===== src/hw/rtl/hdbr_pkg.sv =====
// ----------------------------------------------------------------------------
// hdbr_pkg: shared types and constants
// Heat grid renderer word formats and the fixed color ramp.
// ----------------------------------------------------------------------------
package hdbr_pkg;

   localparam int PX_W   = 9;
   localparam int PY_W   = 8;
   localparam int HEAT_W = 8;
   localparam int PTR_W  = 10;

   localparam logic CMD_PAINT  = 1'b0;
   localparam logic CMD_UPDATE = 1'b1;

   typedef struct packed {
      logic             cmd;
      logic [PTR_W-1:0] pointer_x;
      logic [PTR_W-1:0] pointer_y;
   } req_type;

   typedef struct packed {
      logic [PX_W-1:0]   pixel_x;
      logic [PY_W-1:0]   pixel_y;
      logic [HEAT_W-1:0] heat;
      logic [7:0]        red;
      logic [7:0]        green;
      logic [7:0]        blue;
      logic              last_pixel;
      logic              frame_done;
   } rsp_type;

   typedef struct packed {
      logic [7:0] red;
      logic [7:0] green;
      logic [7:0] blue;
   } rgb_type;

   // ramp entry 0..63, times four, capped
   function automatic logic [7:0] chan(input int v);
      int x;
      x = v * 4;
      if (x > 255) x = 255;
      return 8'(x);
   endfunction

   function automatic rgb_type ramp(input logic [7:0] t);
      int i, r, g, b;
      rgb_type o;
      i = int'(t);
      r = 0; g = 0; b = 0;
      if (i >= 8 && i <= 17) r = (i - 8) * 63 / 10;
      else if (i >= 18 && i < 32) begin
         r = 63 - (i - 18) * 63 / 14;
         g = (i - 18) * 63 / 14;
      end else if (i >= 32 && i <= 55) begin
         g = 63;
         r = (i - 32) * 63 / 23;
      end else if (i >= 56 && i <= 79) begin
         r = 63; g = 63;
         b = (i - 56) * 63 / 23;
      end else if (i >= 80) begin
         r = 63; g = 63; b = 63;
      end
      o.red   = chan(r);
      o.green = chan(g);
      o.blue  = chan(b);
      return o;
   endfunction

endpackage


===== src/hw/rtl/hdbr_queue.sv =====
// ----------------------------------------------------------------------------
// hdbr_queue: small FIFO between front and back
// Holds request words so the front keeps accepting while the back is busy.
// ----------------------------------------------------------------------------
module hdbr_queue #(
   parameter int DEPTH = 4
) (
   input  logic                clock,
   input  logic                reset,
   input  logic                push,
   input  hdbr_pkg::req_type   push_data,
   output logic                full,
   input  logic                pop,
   output hdbr_pkg::req_type   pop_data,
   output logic                empty
);
   import hdbr_pkg::*;
   localparam int AW = $clog2(DEPTH);

   req_type         buf_ff [DEPTH];
   logic [AW-1:0]   wr_ff, rd_ff;
   logic [AW:0]     cnt_ff;

   assign full     = (cnt_ff == (AW+1)'(DEPTH));
   assign empty    = (cnt_ff == '0);
   assign pop_data = buf_ff[rd_ff];

   always_ff @(posedge clock) begin
      if (reset) begin
         wr_ff  <= '0;
         rd_ff  <= '0;
         cnt_ff <= '0;
      end else begin
         if (push) wr_ff <= wr_ff + 1'b1;
         if (pop)  rd_ff <= rd_ff + 1'b1;
         cnt_ff <= cnt_ff + (AW+1)'(push) - (AW+1)'(pop);
      end
      if (push) buf_ff[wr_ff] <= push_data;
   end

   assert property (@(posedge clock) disable iff (reset) !(push && full))
      else $error("queue overflow");
   assert property (@(posedge clock) disable iff (reset) !(pop && empty))
      else $error("queue underflow");
endmodule


===== config.mk =====
export PLATFORM = sky130hd
export DESIGN_NAME = hdbr_queue
export DESIGN_NICKNAME = d
export VERILOG_FILES = /design/src/hw/rtl/hdbr_pkg.sv /design/src/hw/rtl/hdbr_queue.sv
export SDC_FILE = /design/constraint.sdc
export NUM_CORES = 1
export LEC_CHECK = 0
export ABC_CLOCK_PERIOD_IN_PS = 2100
export BUFFER_PORTS_ARGS = -buffer_cell sky130_fd_sc_hd__buf_2
export CAP_MARGIN = 40
export CORE_ASPECT_RATIO = 1.5
export CORE_MARGIN = 2
export CORE_UTILIZATION = 35
export DETAILED_ROUTE_END_ITERATION = 10
export SETUP_SLACK_MARGIN = 0.02
export SYNTH_ARGS = -nofsm -noshare
export SYNTH_HDL_FRONTEND = slang
export SYNTH_SLANG_ARGS = --single-unit

===== constraint.sdc =====
create_clock -name clock -period 2.1 [get_ports clock]
set_input_delay 0.105 -clock clock [delete_from_list [all_inputs] [get_ports clock]]
set_output_delay 0.105 -clock clock [all_outputs]
set_load 0.05 [all_outputs]

[Yosys cells after proc, flatten, opt, wreduce, memory -nomap -nowiden]
Memory sizes are Yosys's and may differ from the RTL's. A register that Yosys moved wholly into a read port is not among the register bits.
Cells that the tools add are included.
Storage, ports and cells
  register bits after elaboration: 7
  memory bits (writable): 84
  output and inout port bits: 23
  logic and storage cells: 14
  memories: 1
Memories
  buf_ff: depth 4, width 21, read ports 1, clocked after memory_dff 1, wr ports 1, RTL line hdbr_queue.sv:20  | req_type buf_ff [DEPTH];
Operators by class
  add/subtract/negate cells: 4
  equality and inequality tests: 1
  mux-type cells: 4
  reductions and logical operators: 1
Operator list (count)
  $add 2x1->2 const B: 2
  $mux 2: 2
  $add 3x1->3: 1
  $eq 3x3->1 const B: 1
  $logic_not 3->1: 1
  $sub 3x1->3: 1
  $mux 1: 2

[Longest topological paths before layout]
Gate-level depths: netlist (run 1).
  depth after elaboration: 3
  depth in mapped cells: 7
  depth with buffers taken out: 7

[Worst setup path before layout (run 1)]
No wires, ideal clock.
  kind: register to register
  from: register cnt_ff[0]
  to: register cnt_ff[2]
  setup time: 110 ps
  arrival time: 1392 ps
  data required time: 1990 ps
  slack: 598 ps
  cell stages (with the launch flop): 8
  buffers on the path: 0
  clock period less this slack: 1502 ps
  path through: dfxtp_1 inv_1 ha_1 inv_1 ha_1 fa_1 xor3_1 nor2_1
On the way
  cells in the longest elaborated chain, start to end: 2
Ends and longest elaborated chain
  start: declaration: RTL line hdbr_queue.sv:22  | logic [AW:0] cnt_ff;
  start signal: assignment: RTL line hdbr_queue.sv:36  | cnt_ff <= cnt_ff + (AW+1)'(push) - (AW+1)'(pop);
  $add 3x1->3: RTL line hdbr_queue.sv:36
  $sub 3x1->3: RTL line hdbr_queue.sv:36
No other way between the ends.
A chain may end at the register's enable or synchronous reset.

==> impl_metrics.tcl, run 1 <==
set metrics [dict create \
    viasPerCell 4.76 \
    drv_slew 0 \
    maxSlewHeadroom_pct 71.0 \
    fin_cells 353 \
    die_w_um 85.3 \
    synth_top_area_share_pct 72.7 \
    hold_viol 0 \
    total_power_mw 4.52 \
    ys_ff_latch 93 \
    ys_warn_count 0 \
    worstPathArrival_ns 1.74 \
    antenna_found_initial 0 \
    layout_commonest_cell "edfxtp_1" \
    fin_skew_ns 0.00455 \
    path_max_fanout 13 \
    dpl_cell_area_sq_um 3910 \
    synth.area.top_cells "edfxtp_1 73%, mux4_2 13%, dfxtp_1 5.2%" \
    synth_xor_area_share_pct 1.19 \
    cts.root.buffer_cell "clkbuf_16" \
    gr-total-overflow 0 \
    pin_count 48 \
    die_area_sq_um 10700 \
    clk_path_buf_depth 2 \
    ir_drop_mv 0.573 \
    r2r_cells 7 \
    ant_nets 0 \
    fin_area_sq_um 4410 \
    firstDrtPassIters 5 \
    gp_congestion 0.663 \
    cts_setup_buffers 0 \
    crit_required_ns 2.00 \
    drv_cap 0 \
    drc 0 \
    end_kind "output port" \
    drt-initial-drc-count 130 \
    synthMuxAreaShare_pct 14.0 \
    synth_top_family_by_area "multiplexers" \
    cts_sinks 93 \
    worstSetupPathType "reg -> out" \
    max_freq_mhz 543 \
    fin_crit_sh_pct 87.7 \
    postSynthCellCount 151 \
    die_y_um 126 \
    grt_use_total_pct 11.6 \
    tightest_slew_ns 0.435 \
    postCtsHoldBufs 19 \
    synth_nets 183 \
    n_fill_cell 836 \
    setup_tns_ns 0 \
    layout.nets 265 \
    start_util_pct 35.8 \
    cts_tree "done" \
    grt_max_degree 22 \
    status "finished clean" \
    synthAdderAreaFrac_pct 2.74 \
    insertion_delay_ns 0.33 \
    ys_types 20 \
    rsz0062_at_grt "no" \
    ys_seq_area_share_pct 77.9 \
    post-route-min-period_ns 1.84 \
    routed_wl_mm 5.78 \
    postSynthAreaPerCell_sq_um 23.0 \
    cts-resized-gates 0 \
    numPortBuffers 47 \
    row_count 44 \
    area_growth_pct 27.1 \
    cts_htree_levels 3 \
    pwr_density_cell_nw_per_um2 1020 \
    dpl.hpwl_mm 3.85 \
    numCtsBuffers 9 \
    holdPathStages 1 \
    final_cell_mix "84 x edfxtp_1, 47 x buf_2, 20 x mux4_2, 20 x dlygate4sd3_1, 9 x clkbuf_16" \
    drive_above_1_share_pct 37.8 \
    antenna_cells 0 \
    reg2reg_slack_ns 0.52 \
    grt_pass1_vias 1813 \
    grt_pass1_wl_mm 9.24 \
    start_kind "flop" \
    core_area_sq_um 9690 \
    synth-compound-area-share_pct 0.433 \
    p_leak_nw 1.57 \
    synthSimpleGateAreaFrac_pct 2.16 \
    clkTransAtPathRegs_ns 0.06 \
    hold_path_class "in -> reg" \
    syn_area_sq_um 3470 \
    synth_top_cell_by_area "edfxtp_1" \
    worst_hold_slack_ns 0.0171 \
    post_drt_wl_per_cell_um 16.4 \
    finalSetupViolCount 0 \
    num_vias 1681 \
    placed_cells 317 \
]
[where the power goes]
group	total [mW]	switching (mW)	internal (mW)
clock	1.63	0.597	1.03
combinational	0.728	0.462	0.266
sequential	2.16	0.0342	2.13
[cells by family (layout without fill, tap and decap cells)]
group                      count (synthesis)  after routing
and+or+nand+nor                           14             14
xor gates and xnor gates                   3              3
adders and majority gates                  7              7
buffers and inverters                     10             97
DFF                                       93             93
muxes                                     22             22
AOI/OAI and AO/OA                          2              2
[critical path, stage by stage, from the launching register on]
cell and delay (ns):
dfxtp_2 0.32, buf_4 0.27, mux4_2 0.58, buf_2 0.23
[cell type report]
| type | count | area (sq um) | share of cell area (%) |
|---|---|---|---|
| clock buffer | 10 | 229 | 5.19 |
| clock inverter | 6 | 77.6 | 1.76 |
| inverter | 6 | 22.5 | 0.510 |
| multi-input combinational | 48 | 713 | 16.2 |
| sequential | 93 | 2700 | 61.3 |
| tap | 115 | 144 | 3.26 |
| timing repair buffer | 75 | 523 | 11.9 |
[synth_stat cells]
master	n
edfxtp_1	84
mux4_2	20
dfxtp_1	9
ha_1	6
inv_1	6
nor2_1	5
and2_1	4
buf_2	2
buf_6	2
nor2b_1	2
xnor2_1	2
a21bo_2	1
a21oi_1	1
and3_1	1
fa_1	1
mux2i_1	1
mux4_1	1
nand3b_1	1
nor3_1	1
xor3_1	1
[metrics by stage]
stage | setup slack [ns] | utilization, %
detailed placement | 0.506 | 40.3
finish | 0.259 | 45.5
CTS | 0.222 | 45.4
floorplan | 0.598 | -
global placement | 0.300 | 39.9
global route | 0.171 | 45.5
[registers in the layout, indices dropped and copies added (netlist names), named ones only]
name and count:
cnt_ff 3, rd_ff 2, buf_ff 84, wr_ff 2
[path summary, 6_finish.rpt]
path / end / startpoint
max: pop_data[14] / flop
min: buf_ff[0][13] / push_data[13]
max reg2reg: cnt_ff[2] / cnt_ff[0]
min reg2reg: rd_ff[1] / rd_ff[1]
[per-layer routing]
| metal | up-vias | track usage (%) | wire length (um) |
|---|---|---|---|
| li1 | 780 | - | - |
| met1 | 862 | 12.8 | 2250 |
| met2 | 31 | 20.5 | 3220 |
| met3 | 8 | 3.41 | 213 |
| met4 | 0 | 5.23 | 102 |
| met5 | - | 0 | 0 |
No activity file was read; power rests on OpenSTA's default activity.
==> run 2, diff against run 1 <==
--- a/config.mk
+++ b/config.mk
@@ -10,8 +10,9 @@
 export CAP_MARGIN = 40
 export CORE_ASPECT_RATIO = 1.5
 export CORE_MARGIN = 2
-export CORE_UTILIZATION = 35
+export CORE_UTILIZATION = 56
 export DETAILED_ROUTE_END_ITERATION = 10
+export PLACE_DENSITY = 0.78
 export SETUP_SLACK_MARGIN = 0.02
 export SYNTH_ARGS = -nofsm -noshare
 export SYNTH_HDL_FRONTEND = slang
==> run 2 against run 1 <==
Cell area is 2.3% lower. Global-route usage up 8.3 points. Routed wire length grew 3.5%. Critical path type unchanged. Largest power group unchanged.
==> impl_metrics.tcl, run 2 (synthesis gave the netlist of run 1 again) <==
set metrics [dict create \
    insertion_delay_ns 0.35 \
    final_cell_mix "84 x edfxtp_1, 47 x buf_2, 22 x dlygate4sd3_1" \
    layout.nets 269 \
    fin_skew_ns 0.00767 \
    max_freq_mhz 517 \
    dpl.hpwl_mm 4.08 \
    core_area_sq_um 6090 \
    grt_use_total_pct 20.0 \
    p_leak_nw 1.55 \
    finalWorstSetupSlack_ns 0.166 \
    drc 0 \
    seqCellArea_sq_um 2700 \
    firstDrtPassIters 4 \
    grt_pass1_wl_mm 9.36 \
    path_max_fanout 15 \
    status "finished clean" \
    gp_congestion 0.636 \
    cts_htree_levels 3 \
    drt-initial-drc-count 75 \
    cts_sinks 93 \
    pre_cts_slack_ns 0.443 \
    start_kind "flop" \
    largest_reg_flops 84 \
    drive_above_1_share_pct 38.8 \
    gr-total-overflow 0 \
    routed_wl_mm 5.98 \
    regMostFlops "buf_ff" \
    die_w_um 68.3 \
    fin_area_sq_um 4310 \
    area_growth_pct 24.3 \
    hold_viol 0 \
    post_drt_wl_per_cell_um 18.9 \
    final_util_pct 70.9 \
    antenna_found_initial 0 \
    numCtsBuffers 9 \
    worstSetupPathType "reg -> out" \
    pwr-share-clk_pct 32.5 \
    grt_pass1_vias 1867 \
    end_kind "output port" \
    drv_cap 0 \
    worstPathArrival_ns 1.83 \
    postCtsHoldBufs 22 \
    hold_path_class "in -> reg" \
    multi_input_area_sq_um 713 \
    dpl_cell_area_sq_um 3850 \
    start_util_pct 57.0 \
    cp_slowest_cell "mux4_2" \
    cts-resized-gates 0 \
    fin_crit_sh_pct 92.1 \
    die_area_sq_um 6860 \
    ir_drop_mv 0.842 \
    worstPathCellList "buf_4 > mux4_2 > buf_2" \
    tightest_slew_ns 0.557 \
    maxSlewHeadroom_pct 62.8 \
    clk_path_buf_depth 2 \
    power_frac_comb_pct 17.0 \
    finalSetupViolCount 0 \
    numPortBuffers 47 \
    setup_tns_ns 0 \
    swShare_pct 25.7 \
    cts.root.buffer_cell "clkbuf_8" \
    grt_max_degree 22 \
    row_count 35 \
    post-route-min-period_ns 1.93 \
    largest_registers "buf_ff (84), cnt_ff (3)" \
    clkTransAtPathRegs_ns 0.08 \
    cts_tree "done" \
    layout_commonest_cell "edfxtp_1" \
    slowest_delay_ns 0.57 \
    die_y_um 100 \
    cts_setup_buffers 0 \
    power_frac_seq_pct 50.4 \
    viasPerCell 5.40 \
    rsz0062_at_grt "no" \
    p_sw_mw 1.10 \
    antenna_cells 0 \
    pin_count 48 \
    internal_power_mw 3.18 \
    crit_required_ns 2.00 \
    num_vias 1707 \
    n_fill_cell 367 \
    drv_slew 0 \
    pwr_density_cell_nw_per_um2 994 \
    ant_nets 0 \
]
-- run 2: changes by cell type in the layout (fill, tap and decap cells not counted), sizes merged --
cell         previous run  this run
clkinv                  4         1
buf                    55        57
dlygate4sd3            20        22
inv                     6         8
bufinv                  2         3
clkbuf                 10         9
clkinvlp                0         1
-- run 2: cell type report --
| cell class | count | share of cell area (%) |
|---|---|---|
| repair buffers | 79 | 12.5 |
| flip-flops and latches | 93 | 62.7 |
| clock buffers | 9 | 2.87 |
| multi-input cells | 48 | 16.5 |
| inverters | 6 | 0.522 |
| well taps | 74 | 2.15 |
| clock inverters | 7 | 2.79 |
-- run 2: power by group through the flow --
| stage | Sequential [mW] | Clock, mW | Combinational [mW] |
|---|---|---|---|
| after floorplan | 2.19 | 0 | 0.526 |
| after global placement | 2.19 | 0 | 0.668 |
| after detailed placement | 2.20 | 0 | 0.704 |
| after CTS | 2.16 | 1.42 | 0.738 |
| after global routing | 2.17 | 1.49 | 0.779 |
| final | 2.16 | 1.39 | 0.731 |
-- run 2: worst max-delay path: cells and delay by family (launching register included) --
| kind | cells | cell delay, ns |
|---|---|---|
| DFF | 1 | 0.36 |
| buffers and inverters | 2 | 0.55 |
| muxes | 1 | 0.57 |
-- run 2: layer usage --
metal | share of wire [%] | wire, um | track usage [%] | vias to the layer above
met3 | 3.4 | 202 | 5.49 | 12
met5 | 0 | 0 | 0 | -
met2 | 56 | 3380 | 35.4 | 51
met4 | 2.2 | 131 | 7.85 | 0
li1 | - | - | - | 779
met1 | 38 | 2270 | 22.0 | 865
-- run 2: worst paths after layout --
path | slack (ns) | cells past startpoint | from | to
setup / recovery | 0.17 | 3 | flop | pop_data[8]
setup reg to reg | 0.47 | 7 | cnt_ff[0] | cnt_ff[2]
hold / removal | 0.1 | 3 | pop | flop
hold reg to reg | 0.55 | 2 | rd_ff[0] | flop
-- run 2: per-stage QoR --
| step | cells | hold slack [ns] | power, mW |
|---|---|---|---|
| after CTS | 316 | 0.0743 | 4.32 |
| after detailed placement | 278 | 0.321 | 2.91 |
| after global routing | 316 | 0.111 | 4.44 |
| final | 316 | 0.0991 | 4.29 |
| after floorplan | 151 | 0.177 | 2.72 |
| after global placement | 277 | 0.317 | 2.86 |
==> run 3, diff against run 2 <==
--- a/config.mk
+++ b/config.mk
@@ -9,7 +9,7 @@
 export BUFFER_PORTS_ARGS = -buffer_cell sky130_fd_sc_hd__buf_2
 export CAP_MARGIN = 40
 export CORE_ASPECT_RATIO = 1.5
-export CORE_MARGIN = 2
+export CORE_MARGIN = 5
 export CORE_UTILIZATION = 56
 export DETAILED_ROUTE_END_ITERATION = 10
 export PLACE_DENSITY = 0.78
==> run 3 against run 2 <==
Routed wire length down 1.0%. Combinational power down 2%. Power down 7.9%. Core utilization down 1.5 points. Via count down 1.2%. Clock skew down 0.0013 ns. Maximum frequency up 5.8%. Cell count down 1.3%. First-iteration DRC count up 28%. Cell area down 2.1%. Flip-flop and latch count unchanged. Largest power group unchanged.
==> impl_metrics.tcl, run 3 (synthesis gave the netlist of run 1 again) <==
set metrics [dict create \
    worstSetupPathType "reg -> out" \
    finalWorstSetupSlack_ns 0.272 \
    viasPerCell 5.41 \
    finalSetupViolCount 0 \
    drc 0 \
    crit_required_ns 2.00 \
    power_frac_comb_pct 18.2 \
    largest_registers "buf_ff (84), cnt_ff (3)" \
    drive_above_1_share_pct 37.8 \
    swShare_pct 28.2 \
    power_frac_seq_pct 54.7 \
    grt_use_total_pct 17.0 \
    area_growth_pct 21.6 \
    p_sw_mw 1.11 \
    ant_nets 0 \
    cp-endpoint "pop_data[6]" \
    pwr-share-clk_pct 27.1 \
    drv_slew 0 \
    maxSlewHeadroom_pct 72.4 \
    die_area_sq_um 7900 \
    clk_path_buf_depth 2 \
    multi_input_area_sq_um 713 \
    hold_path_class "in -> reg" \
    p_leak_nw 1.50 \
    tightest_slew_ns 0.414 \
    numPortBuffers 47 \
    pin_count 48 \
    start_kind "flop" \
    regMostFlops "buf_ff" \
    path_max_fanout 12 \
    worstPathArrival_ns 1.72 \
    holdPathStages 2 \
    die_y_um 106 \
    drt-initial-drc-count 96 \
    firstDrtPassIters 4 \
    grt_max_degree 22 \
    reg2reg_to "cnt_ff[2]" \
    fin_crit_sh_pct 87.1 \
    layout_commonest_cell "edfxtp_1" \
    gr-total-overflow 0 \
    pwr_density_cell_nw_per_um2 935 \
    cts_tree "done" \
    final_cell_mix "84 x edfxtp_1, 47 x buf_2, 21 x dlygate4sd3_1" \
    rsz0062_at_grt "no" \
    pre_cts_slack_ns 0.476 \
    antenna_found_initial 0 \
    hold_viol 0 \
    post-route-min-period_ns 1.83 \
    reg2reg_slack_ns 0.46 \
    insertion_delay_ns 0.35 \
    r2r_cells 7 \
    post_drt_wl_per_cell_um 19.0 \
    internal_power_mw 2.83 \
    cts.root.buffer_cell "clkbuf_8" \
    setup_tns_ns 0 \
    end_kind "output port" \
    row_count 35 \
    cts_htree_levels 3 \
    numCtsBuffers 9 \
    cts_sinks 93 \
    ir_drop_mv 0.745 \
    grt_pass1_vias 1858 \
    n_fill_cell 374 \
    start_util_pct 57.0 \
    core_area_sq_um 6090 \
    die_w_um 74.3 \
    dpl.hpwl_mm 3.87 \
    gp_congestion 0.778 \
    total_power_mw 3.95 \
    cts_setup_buffers 0 \
    layout.nets 265 \
    status "finished clean" \
    r2r-start "cnt_ff[0]" \
    antenna_cells 0 \
    largest_reg_flops 84 \
    seqCellArea_sq_um 2700 \
    max_freq_mhz 547 \
    routed_wl_mm 5.92 \
    num_vias 1687 \
    grt_pass1_wl_mm 9.45 \
    drv_cap 0 \
    clkTransAtPathRegs_ns 0.09 \
    fin_skew_ns 0.00639 \
]
run 3: cell types whose count changed in the layout (fill, tap and decap cells not counted), sizes merged:
cell and delta:
dlygate4sd3 -1, bufinv -3, buf -3, inv +1, clkbuf +1, clkinv +1
run 3: power groups by stage:
stage / sequential (mW) / clock (mW) / combinational [mW]
floorplan: 2.19 / 0 / 0.526
finish: 2.16 / 1.07 / 0.718
detailed placement: 2.21 / 0 / 0.693
CTS: 2.16 / 1.09 / 0.726
global placement: 2.19 / 0 / 0.668
global route: 2.17 / 1.19 / 0.765
run 3: area by class of cell:
class,instances,share of cell area (%)
clock buffer,10,3.02
clock inverter,6,1.33
inverter,6,0.534
multi-input combinational,48,16.9
sequential,93,64.0
tap,74,2.19
timing repair buffer,75,12.0
run 3: repair_timing:
item                                   CTS  global route
hold buffers                            21             0
gates resized for setup                  0             0
endpoints found under the hold margin   84             0
run 3: layer usage:
layer,global-route usage [%],wire length (um)
met1,18.4,2070
met2,30.8,3460
met3,3.78,281
met4,7.51,112
met5,0,0
run 3: worst min path at each step:
stage                 startpoint           end  slack (ns)
finish                     reset      wr_ff[0]        0.02
global route               reset      wr_ff[0]        0.02
CTS                        reset      wr_ff[0]       0.006
detailed placement  push_data[2]  buf_ff[0][2]        0.33
global placement    push_data[2]  buf_ff[0][2]        0.32
floorplan                  reset     cnt_ff[0]        0.18
run 3: per-stage QoR:
step           util (%)  instances  area, sq um  hold slack [ns]
2_1_floorplan         -        151         3470            0.177
3_3_place_gp       62.6        274         3810            0.318
3_5_place_dp       62.9        275         3830            0.325
4_1_cts            69.3        312         4220          0.00606
5_1_grt            69.3        312         4220           0.0229
6_report           69.3        312         4220           0.0191
run 3: worst max-delay path: stages, from the launching register on:
cell     delay (ns)
dfxtp_1        0.33
buf_4          0.26
mux4_2         0.55
buf_2          0.23
